[config.mk]
export PLATFORM = sky130hd
export DESIGN_NAME = imu_serial_frame_parser
export DESIGN_NICKNAME = d
export VERILOG_FILES = /design/src/rtl/isfp_pkg.sv /design/src/rtl/imu_serial_frame_parser.sv /design/src/rtl/isfp_parser.sv /design/src/rtl/isfp_out_buf.sv
export SDC_FILE = /design/constraint.sdc
export NUM_CORES = 1
export LEC_CHECK = 0
export BUFFER_PORTS_ARGS = -buffer_cell sky130_fd_sc_hd__clkbuf_2
export CAP_MARGIN = 25
export CORE_MARGIN = 8
export CORE_UTILIZATION = 59
export CTS_CLUSTER_DIAMETER = 120
export DETAILED_ROUTE_END_ITERATION = 12
export PLACE_DENSITY = 0.78
export SYNTH_ARGS = -nofsm -noshare
export SYNTH_HDL_FRONTEND = slang
export SYNTH_SLANG_ARGS = --single-unit
[constraint.sdc]
create_clock -name aclk -period 13.11 [get_ports aclk]
set_input_delay 0.6555 -clock aclk [delete_from_list [all_inputs] [get_ports aclk]]
set_output_delay 0.6555 -clock aclk [all_outputs]
set_load 0.02 [all_outputs]
[src/rtl/isfp_pkg.sv]
// shared constants and result type for the imu serial frame parser
package isfp_pkg;

    localparam int FRAME_LENGTH = 11;
    localparam logic [3:0] CHECK_POS = 4'(FRAME_LENGTH - 1);

    // only bytes 1..7 are read back (type byte and the three data words)
    localparam int STORE_DEPTH = 8;
    localparam int STORE_AW = $clog2(STORE_DEPTH);

    localparam logic [7:0] HEADER_BYTE = 8'h55;
    localparam logic [7:0] TYPE_ANGLE = 8'h53;
    localparam logic [7:0] TYPE_RATE = 8'h52;

    localparam logic KIND_ANGLE = 1'b0;
    localparam logic KIND_RATE = 1'b1;

    typedef struct packed {
        logic               frame_kind;
        logic signed [15:0] roll_raw;
        logic signed [15:0] pitch_raw;
        logic signed [15:0] yaw_raw;
        logic signed [15:0] yaw_rate_raw;
        logic [31:0]        packet_count;
    } result_t;

endpackage

[src/rtl/imu_serial_frame_parser.sv]
// top level of the imu serial frame parser
//
// Input channel s_*: one received serial byte per beat (s_rx_byte).
// Result channel m_*: one beat per frame that passes its checksum, carrying
// the frame kind (0 angle, 1 rate), the latest roll, pitch, yaw and yaw rate
// as raw signed counts, and the running count of good frames.
// Frames are 0x55, a type byte (0x53 angle, 0x52 rate), eight data bytes and
// an 8-bit sum of all earlier bytes; bad type or bad sum drops the frame.
// Throughput: one byte per cycle while s_ready is high. The parser updates its
// state in the cycle a byte is taken; a frame's result is pushed when its final
// byte is accepted and is registered in the output register or the skid slot.
// Results sit in an output register backed by one skid slot; s_ready only
// drops when both are full, i.e. when the receiver has held off two results.
// Reset (aresetn low, synchronous) returns the parser to header hunt, zeroes
// the stored angles, rate and count, and empties the result slots.
module imu_serial_frame_parser (
    input  logic               aclk,
    input  logic               aresetn,
    input  logic               s_valid,
    output logic               s_ready,
    input  logic [7:0]         s_rx_byte,
    output logic               m_valid,
    input  logic               m_ready,
    output logic               m_frame_kind,
    output logic signed [15:0] m_roll_raw,
    output logic signed [15:0] m_pitch_raw,
    output logic signed [15:0] m_yaw_raw,
    output logic signed [15:0] m_yaw_rate_raw,
    output logic [31:0]        m_packet_count
);
    import isfp_pkg::*;

    logic    byte_accept;
    logic    res_push;
    result_t res_data;
    result_t out_data;

    assign byte_accept = s_valid && s_ready;

    isfp_parser u_parser (
        .aclk        (aclk),
        .aresetn     (aresetn),
        .byte_accept (byte_accept),
        .rx_byte     (s_rx_byte),
        .res_push    (res_push),
        .res_data    (res_data)
    );

    isfp_out_buf u_out_buf (
        .aclk      (aclk),
        .aresetn   (aresetn),
        .push      (res_push),
        .push_data (res_data),
        .space_ok  (s_ready),
        .out_valid (m_valid),
        .out_ready (m_ready),
        .out_data  (out_data)
    );

    assign m_frame_kind   = out_data.frame_kind;
    assign m_roll_raw     = out_data.roll_raw;
    assign m_pitch_raw    = out_data.pitch_raw;
    assign m_yaw_raw      = out_data.yaw_raw;
    assign m_yaw_rate_raw = out_data.yaw_rate_raw;
    assign m_packet_count = out_data.packet_count;

    // back-pressure only while a result is waiting
    assert property (@(posedge aclk) disable iff (!aresetn) !s_ready |-> m_valid)
        else $error("input stalled with no result pending");

    // a new result only follows an accepted input beat
    assert property (@(posedge aclk) disable iff (!aresetn)
        $rose(m_valid) |-> $past(s_valid && s_ready))
        else $error("result appeared without an input beat");

    // reset empties the result register
    assert property (@(posedge aclk) !aresetn |=> !m_valid)
        else $error("result valid after reset");

endmodule

[src/rtl/isfp_parser.sv]
// byte-at-a-time frame parser: header hunt, type check, running checksum, value update
module isfp_parser (
    input  logic              aclk,
    input  logic              aresetn,
    input  logic              byte_accept,
    input  logic [7:0]        rx_byte,
    output logic              res_push,
    output isfp_pkg::result_t res_data
);
    import isfp_pkg::*;

    localparam logic [1:0] PH_HUNT = 2'd0;
    localparam logic [1:0] PH_TYPE = 2'd1;
    localparam logic [1:0] PH_BODY = 2'd2;

    logic [1:0]  phase_reg, phase_next;
    logic [3:0]  pos_reg, pos_next;
    logic [7:0]  sum_reg, sum_next;
    logic [7:0]  frame_reg [STORE_DEPTH];
    logic [15:0] roll_reg, roll_next;
    logic [15:0] pitch_reg, pitch_next;
    logic [15:0] yaw_reg, yaw_next;
    logic [15:0] rate_reg, rate_next;
    logic [31:0] count_reg, count_next;

    logic                wr_en;
    logic [STORE_AW-1:0] wr_idx;
    logic                frame_ok;
    logic                kind;

    always_comb begin
        phase_next = phase_reg;
        pos_next   = pos_reg;
        sum_next   = sum_reg;
        roll_next  = roll_reg;
        pitch_next = pitch_reg;
        yaw_next   = yaw_reg;
        rate_next  = rate_reg;
        count_next = count_reg;
        wr_en      = 1'b0;
        wr_idx     = pos_reg[STORE_AW-1:0];
        frame_ok   = 1'b0;
        kind       = KIND_ANGLE;
        if (byte_accept) begin
            unique case (phase_reg)
                PH_TYPE: begin
                    if (rx_byte == TYPE_ANGLE || rx_byte == TYPE_RATE) begin
                        wr_en      = 1'b1;
                        wr_idx     = STORE_AW'(1);
                        sum_next   = sum_reg + rx_byte;
                        pos_next   = 4'd2;
                        phase_next = PH_BODY;
                    end else begin
                        phase_next = PH_HUNT;
                        pos_next   = 4'd0;
                    end
                end
                PH_BODY: begin
                    wr_en = (pos_reg < 4'(STORE_DEPTH));
                    if (pos_reg < CHECK_POS) begin
                        sum_next = sum_reg + rx_byte;
                        pos_next = pos_reg + 4'd1;
                    end else begin
                        // last byte carries the checksum of all earlier bytes
                        phase_next = PH_HUNT;
                        pos_next   = 4'd0;
                        sum_next   = 8'd0;
                        frame_ok   = (sum_reg == rx_byte);
                    end
                end
                default: begin
                    if (rx_byte == HEADER_BYTE) begin
                        sum_next   = rx_byte;
                        pos_next   = 4'd1;
                        phase_next = PH_TYPE;
                    end else begin
                        phase_next = PH_HUNT;
                    end
                end
            endcase
        end
        if (frame_ok) begin
            if (frame_reg[1] == TYPE_ANGLE) begin
                roll_next  = {frame_reg[3], frame_reg[2]};
                pitch_next = {frame_reg[5], frame_reg[4]};
                yaw_next   = {frame_reg[7], frame_reg[6]};
                kind       = KIND_ANGLE;
            end else begin
                rate_next = {frame_reg[7], frame_reg[6]};
                kind      = KIND_RATE;
            end
            count_next = count_reg + 32'd1;
        end
    end

    always_ff @(posedge aclk) begin
        if (!aresetn) begin
            phase_reg <= PH_HUNT;
            pos_reg   <= 4'd0;
            sum_reg   <= 8'd0;
            roll_reg  <= 16'd0;
            pitch_reg <= 16'd0;
            yaw_reg   <= 16'd0;
            rate_reg  <= 16'd0;
            count_reg <= 32'd0;
        end else begin
            phase_reg <= phase_next;
            pos_reg   <= pos_next;
            sum_reg   <= sum_next;
            roll_reg  <= roll_next;
            pitch_reg <= pitch_next;
            yaw_reg   <= yaw_next;
            rate_reg  <= rate_next;
            count_reg <= count_next;
        end
    end

    always_ff @(posedge aclk) begin
        if (wr_en) begin
            frame_reg[wr_idx] <= rx_byte;
        end
    end

    assign res_push              = frame_ok;
    assign res_data.frame_kind   = kind;
    assign res_data.roll_raw     = roll_next;
    assign res_data.pitch_raw    = pitch_next;
    assign res_data.yaw_raw      = yaw_next;
    assign res_data.yaw_rate_raw = rate_next;
    assign res_data.packet_count = count_next;

endmodule

[src/rtl/isfp_out_buf.sv]
// result register with one skid slot between parser and result channel
module isfp_out_buf (
    input  logic              aclk,
    input  logic              aresetn,
    input  logic              push,
    input  isfp_pkg::result_t push_data,
    output logic              space_ok,
    output logic              out_valid,
    input  logic              out_ready,
    output isfp_pkg::result_t out_data
);
    import isfp_pkg::*;

    logic    head_valid_reg;
    logic    skid_valid_reg;
    result_t head_reg;
    result_t skid_reg;
    logic    pop;

    assign pop = head_valid_reg && out_ready;

    always_ff @(posedge aclk) begin
        if (!aresetn) begin
            head_valid_reg <= 1'b0;
            skid_valid_reg <= 1'b0;
        end else begin
            if (pop) begin
                if (push) begin
                    head_valid_reg <= 1'b1;
                end else begin
                    head_valid_reg <= skid_valid_reg;
                    skid_valid_reg <= 1'b0;
                end
            end else if (push) begin
                if (head_valid_reg) begin
                    skid_valid_reg <= 1'b1;
                end else begin
                    head_valid_reg <= 1'b1;
                end
            end
        end
    end

    // payload path, no reset needed
    always_ff @(posedge aclk) begin
        if (pop) begin
            if (push) begin
                head_reg <= push_data;
            end else begin
                head_reg <= skid_reg;
            end
        end else if (push) begin
            if (head_valid_reg) begin
                skid_reg <= push_data;
            end else begin
                head_reg <= push_data;
            end
        end
    end

    assign space_ok  = !skid_valid_reg;
    assign out_valid = head_valid_reg;
    assign out_data  = head_reg;

endmodule

After elaboration in Yosys (flattened, before gate mapping)
Memory sizes are Yosys's and may differ from the RTL's. Cells that the tools add are included.

Magnitude comparators: 2. Bitwise gates (word level): 1. Reductions and logical operators: 13. Equality and inequality tests: 11. Add/sub/neg operators: 3. Muxes and demuxes: 44.

Operator list (count): 97-bit two-way mux (4); 16-bit two-way mux (8); 32-bit by 1-bit adder with 32-bit output, second input constant (1); 8-bit by 7-bit == test with 1-bit output, second input constant (4); 32-bit two-way mux (1); 8-bit two-way mux (3); 1-bit two-way mux (16); 8-bit one-hot mux with 2 select lines (1); 3-bit two-way mux (3); 3-bit AND reduction (3); 8-bit adder (1); 8-bit == test (1); 4-bit less-than comparator, second input constant (2); 4-bit two-way mux (2); 4-bit one-hot mux with 2 select lines (1); 2-bit two-way mux (3); 2-bit inequality test, second input constant (3); 2-bit AND reduction (3); 4-bit by 1-bit adder with 4-bit output, second input constant (1); 2-bit one-hot mux with 2 select lines (1); 2-bit nonzero test (2); 3-bit nonzero test (1); 2-bit by 1-bit == test with 1-bit output, second input constant (1); 2-bit == test, second input constant (1); other kinds (6) (7).

Logic and storage cells: 97. Flip-flop bits (word level): 306. Memory bits (writable): 64. Memories kept: 1. Bits of input ports: 12.

Memory list: u_parser.frame_reg (words 8, width 8, read ports 7, clocked after Yosys merged registers in 0, wr ports 1, RTL line isfp_parser.sv:19) `logic [7:0] frame_reg [STORE_DEPTH];`.

Depth between registers and ports, before layout
Depth after elaboration: 8. Mapped depth: 11. Mapped depth without buffers: 8.

By module
From an unflattened synthesis, not the netlist that was laid out.

Cells, all modules: 1040. Area total of the unflattened synthesis: 14555.2 µm².

Modules (own cells, without submodules): isfp_parser (area an instance 7339.5 µm², times used 1, cells each 723, sequential area each 3883.7 µm²); isfp_out_buf (area an instance 7209.4 µm², times used 1, cells each 316, sequential area each 5865.6 µm²); imu_serial_frame_parser (area an instance 6.3 µm², times used 1, cells each 1, sequential area each 0.0 µm²).

Least setup slack after synthesis
No wires, ideal clock.

Path type: input -> register. Start: input port s_rx_byte[5]. End: register u_out_buf.skid_reg[0] in the netlist's numbering (enable). Setup slack: 3.480 ns. Data required time: 12.414 ns. Cell stages on the path: 5. Buffers on the path: 0. Arrival time: 8.934 ns. Setup time: 0.696 ns. Cell sequence: ha_1 or4_1 nor2_2 nand3_1 nor3b_1.

Cells in the longest elaborated chain, start to end: 5.

RTL lines: start, declared (RTL line imu_serial_frame_parser.sv:21) `input logic [7:0] s_rx_byte,`; 8-bit == test (RTL line isfp_parser.sv:68) `frame_ok = (sum_reg == rx_byte);`; 1-bit two-way mux (RTL line isfp_parser.sv:60) `if (pos_reg < CHECK_POS) begin`; 1-bit two-way mux (RTL line isfp_parser.sv:45) `unique case (phase_reg)`; 1-bit two-way mux (RTL line isfp_parser.sv:44) `if (byte_accept) begin`; 3-bit AND reduction (no source line); end signal, assigned (RTL line isfp_out_buf.sv:54) `skid_reg <= push_data;`; end, declared (RTL line isfp_out_buf.sv:17) `result_t skid_reg;`.

No other way between the ends. A chain may end at the register's enable or synchronous reset.

Worst setup path in the final report
Start: input port s_rx_byte[2]. End: register u_out_buf.head_reg, in the netlist u_out_buf.out_data[44], data pin.

Cells in the longest elaborated chain, start to end: 8.

RTL lines: 8-bit == test * (RTL line isfp_parser.sv:68); 1-bit two-way mux * (RTL line isfp_parser.sv:60); 1-bit two-way mux * (RTL line isfp_parser.sv:45); 1-bit two-way mux * (RTL line isfp_parser.sv:44); 16-bit two-way mux (RTL line isfp_parser.sv:82) `if (frame_ok) begin`; 97-bit two-way mux (RTL line isfp_out_buf.sv:53) `if (head_valid_reg) begin`; 97-bit two-way mux (RTL line isfp_out_buf.sv:52) `end else if (push) begin`; 97-bit two-way mux * (RTL line isfp_out_buf.sv:46) `if (pop) begin`; end signal, assigned (RTL line isfp_out_buf.sv:48) `head_reg <= push_data;`; end signal, assigned (RTL line isfp_out_buf.sv:50) `head_reg <= skid_reg;`; end signal, assigned (RTL line isfp_out_buf.sv:56) `head_reg <= push_data;`; end, declared (RTL line isfp_out_buf.sv:16) `result_t head_reg;`.

Every way passes the cells marked *; elsewhere a longest branch is shown, timed or not. The select of a mux whose other input is x is not followed.

==> results.md <==
- Initial core utilization: roughly 60%
- CTS tree: done
- Initial antenna violation count: 0
- Maxcap violations: 0
- Post-synthesis sequential area ratio: 69.9%
- Vias per cell: approximately 5.3
- Height of the die: between 150 and 200 um
- Reg2Reg Depth: 7
- Hold Path Depth: 2
- Setup Buffers After CTS: 0
- Footprint of the multi-input gates: 3590 um2
- NetSw: between 0.4 and 0.5 mW
- Relative slew margins: about a third
- Worst setup margin: approximately 9 ns
- Clk Latency, worst-skew pair: between 0.5 and 0.6 ns
- Reg clk slew, reported paths: 0.06 ns
- CP startpoint: s_rx_byte[2]
- Worst setup path endpoint: u_out_buf.out_data[44]$_DFFE_PP_
- Inst Count DP: approximately 1500
- Mapped Area: 14000 um2
- Share of layout cells above drive strength 1: 16.0%
- Commonest non-fill, non-tap cell in the layout: edfxtp_1
- Max VDD drop: between 0.00008 and 0.00009 V
- Seq cells post-synth: 362
- Filler cell count: 1627
- Detail Placement HPWL: 16600 um
- Layout area overhead: 14.6%
- Vias in the first global route: roughly 8000
- Combinational fraction of design power: less than 1%
- Slowest cell on crit path: buf_4
- Worst setup SP type: input port
- Port bufs: 110
- CP arrival: a little over 4 ns
- Vias: around 8300
- Final setup fails: 0
- Register Area: just under 10000 um2
- Crit. End Element: flop
- Pin count of the biggest net entering global routing: approximately 110
- Flop2flop setup slack: approximately 9.4 ns
- Htree depth: 2
- Ant. Diodes: 0
- Final ANT Viol Nets: 0
- Slew Limit Fails: 0
- Seq pwr share: 52.7%
- Pre-antenna DRT Iters: 5
- WL final: 26400 um
- Wire length per cell: about 17 um
- Core area: around 23000 um2
- Skew final: around 0.017 ns
- Hold Crit Class: flop to flop
- Root buffer cell: clkbuf_16
- Placement Cell Area: 14700 um2
- Post-Syn Area per Cell: 12.8 um2
- Pre-CTS setup slack: approximately 8.7 ns
- Tmin final: between 3 and 4 ns
- Iter 0 DRT Violations: 662
- Final hold vios: 0
- Max Fclk: between 200 and 300 MHz
- Cell area after layout: roughly 16000 um2
- Total grt overflow: 0
- PD cells: 144 nW/um2
- Cells resized by post-CTS repair: 0
- Post-synth EDFFs: 250
- Total die area: around 29000 um2
- RSZ-0062 raised after global routing: no
- Clk pwr share: a little under half
- Post-layout net count: between 1000 and 1500
- Rows: 56
- I/O pin count: about 110
- Leakage power: between 5 and 6 nW
- Switching Share: between 10% and 20%
- Post-synth ARST share: 0%
- Delay of the slowest cell on the worst path: between 0.9 and 1 ns
- Die W: 170 um
- Critical path, cell by cell: clkbuf_2, ha_1, or4_1, nor2_2, nand3_1, nand3_4, buf_4, a21oi_1
- Setup tns final: 0 ns
- Worst Tran Pin Value: between 1 and 1.5 ns
- Netlist cell types: 57
- CTS buffer count: 36
- Total power: 2.29 mW
- Status: complete, no violations
- Non-filler cells, final: between 1500 and 2000
- GR Util All Layers: 18.3%
- Ys Warns: 0
- Power Internal: 1.87 mW
- Synthesized netlist net count: approximately 1100
- Commonest register cell after synthesis: edfxtp_1
- Reg2reg end: u_out_buf.out_data[44]$_DFFE_PP_
- CP Data Required Time: roughly 13 ns
- # DRC: 0
- Cell count after synthesis: ~1100
- Most frequent cells in the layout: 250 x edfxtp_1, 191 x nor2_1, 112 x dfxtp_1
- Clk buf depth: 3
- Placer Congestion: roughly 0.86
- Worst R2R Start: u_parser.sum_reg[5]$_SDFFE_PN0P_
- Crit Path Max Fanout: 110
- Final period util: between 20 and 30%
- Post-cts hold buffer count: 0
- Crit Path Class: input port to flop
- Clock sinks: 362
- First-pass GRT wire length: 42100 um
==> cells in the mapped netlist, drive strengths merged, types with 4 or more instances <==
cell,n,area (um2)
edfxtp,250,7510
nor2,194,763
dfxtp,112,2240
a21oi,105,526
inv,92,345
mux2i,66,661
nand2,31,116
buf,30,233
xnor2,26,228
and2,18,113
nand3,17,85.1
clkbuf,16,61.3
nand4,16,100
nor3,15,75.1
ha,11,138
xor2,11,96.3
and3,10,62.6
mux2,10,113
o21ai,10,50.0
nor4,9,81.3
nand2b,5,31.3
and4,4,35.0
==> critical path: cells and delay by family <==
family / cells / cell delay, ns
AOI/OAI and AO/OA: 1 / 0.19
adders and majority gates: 1 / 0.45
buffers and inverters: 2 / 1.15
and+or+nand+nor: 4 / 1.56
==> final cells by class <==
type,instances,share of cell area [%]
flip-flops and latches,362,61.0
multi-input cells,591,22.5
clock buffers,53,6.55
repair buffers,119,3.99
well taps,319,2.50
inverters,92,2.16
clock inverters,13,1.32
==> kinds of logic (layout without fill, tap and decap cells) <==
kind of cell             after synthesis  after routing  share of synthesized area [%]
flip-flops                           362            362                           69.9
AND/OR/NAND/NOR                      337            337                           11.5
buffers and inverters                138            277                           4.58
AO/OA/AOI/OAI                        129            129                           5.02
multiplexers                          76             76                           5.54
XOR/XNOR                              37             37                           2.32
adder cells (fa/ha/maj)               12             12                           1.13
==> how the worst min path moves through the flow <==
stage,from,to
6_report,u_parser.sum_reg[5]$_SDFFE_PN0P_,u_parser.sum_reg[5]$_SDFFE_PN0P_
5_1_grt,u_parser.sum_reg[5]$_SDFFE_PN0P_,u_parser.sum_reg[5]$_SDFFE_PN0P_
4_1_cts,u_parser.sum_reg[5]$_SDFFE_PN0P_,u_parser.sum_reg[5]$_SDFFE_PN0P_
3_5_place_dp,u_parser.sum_reg[5]$_SDFFE_PN0P_,u_parser.sum_reg[5]$_SDFFE_PN0P_
3_3_place_gp,u_parser.sum_reg[3]$_SDFFE_PN0P_,u_parser.sum_reg[3]$_SDFFE_PN0P_
2_1_floorplan,u_parser.sum_reg[3]$_SDFFE_PN0P_,u_parser.sum_reg[3]$_SDFFE_PN0P_
==> power groups by stage <==
| stage | combinational [mW] | sequential, mW | clock, mW |
|---|---|---|---|
| floorplan | 0.0101 | 1.23 | 0 |
| global placement | 0.0193 | 1.23 | 0 |
| detailed placement | 0.0197 | 1.23 | 0 |
| CTS | 0.0198 | 1.21 | 1.08 |
| global route | 0.0213 | 1.21 | 1.13 |
| finish | 0.0198 | 1.21 | 1.07 |
==> layer usage <==
metal / wire [um] / global-route usage [%] / up-vias
met5: 0 / 0 / -
met4: 517 / 6.12 / 0
met3: 1620 / 3.72 / 38
met2: 12800 / 30.6 / 223
met1: 11500 / 23.7 / 3987
li1: - / - / 4026
==> through the flow <==
stage | hold WS [ns] | utilization [%]
floorplan | 0.436 | -
global placement | 0.446 | 63.0
detailed placement | 0.461 | 63.1
CTS | 0.469 | 68.5
global route | 0.487 | 68.5
finish | 0.472 | 68.5
(Power assumes the default switching activity.)
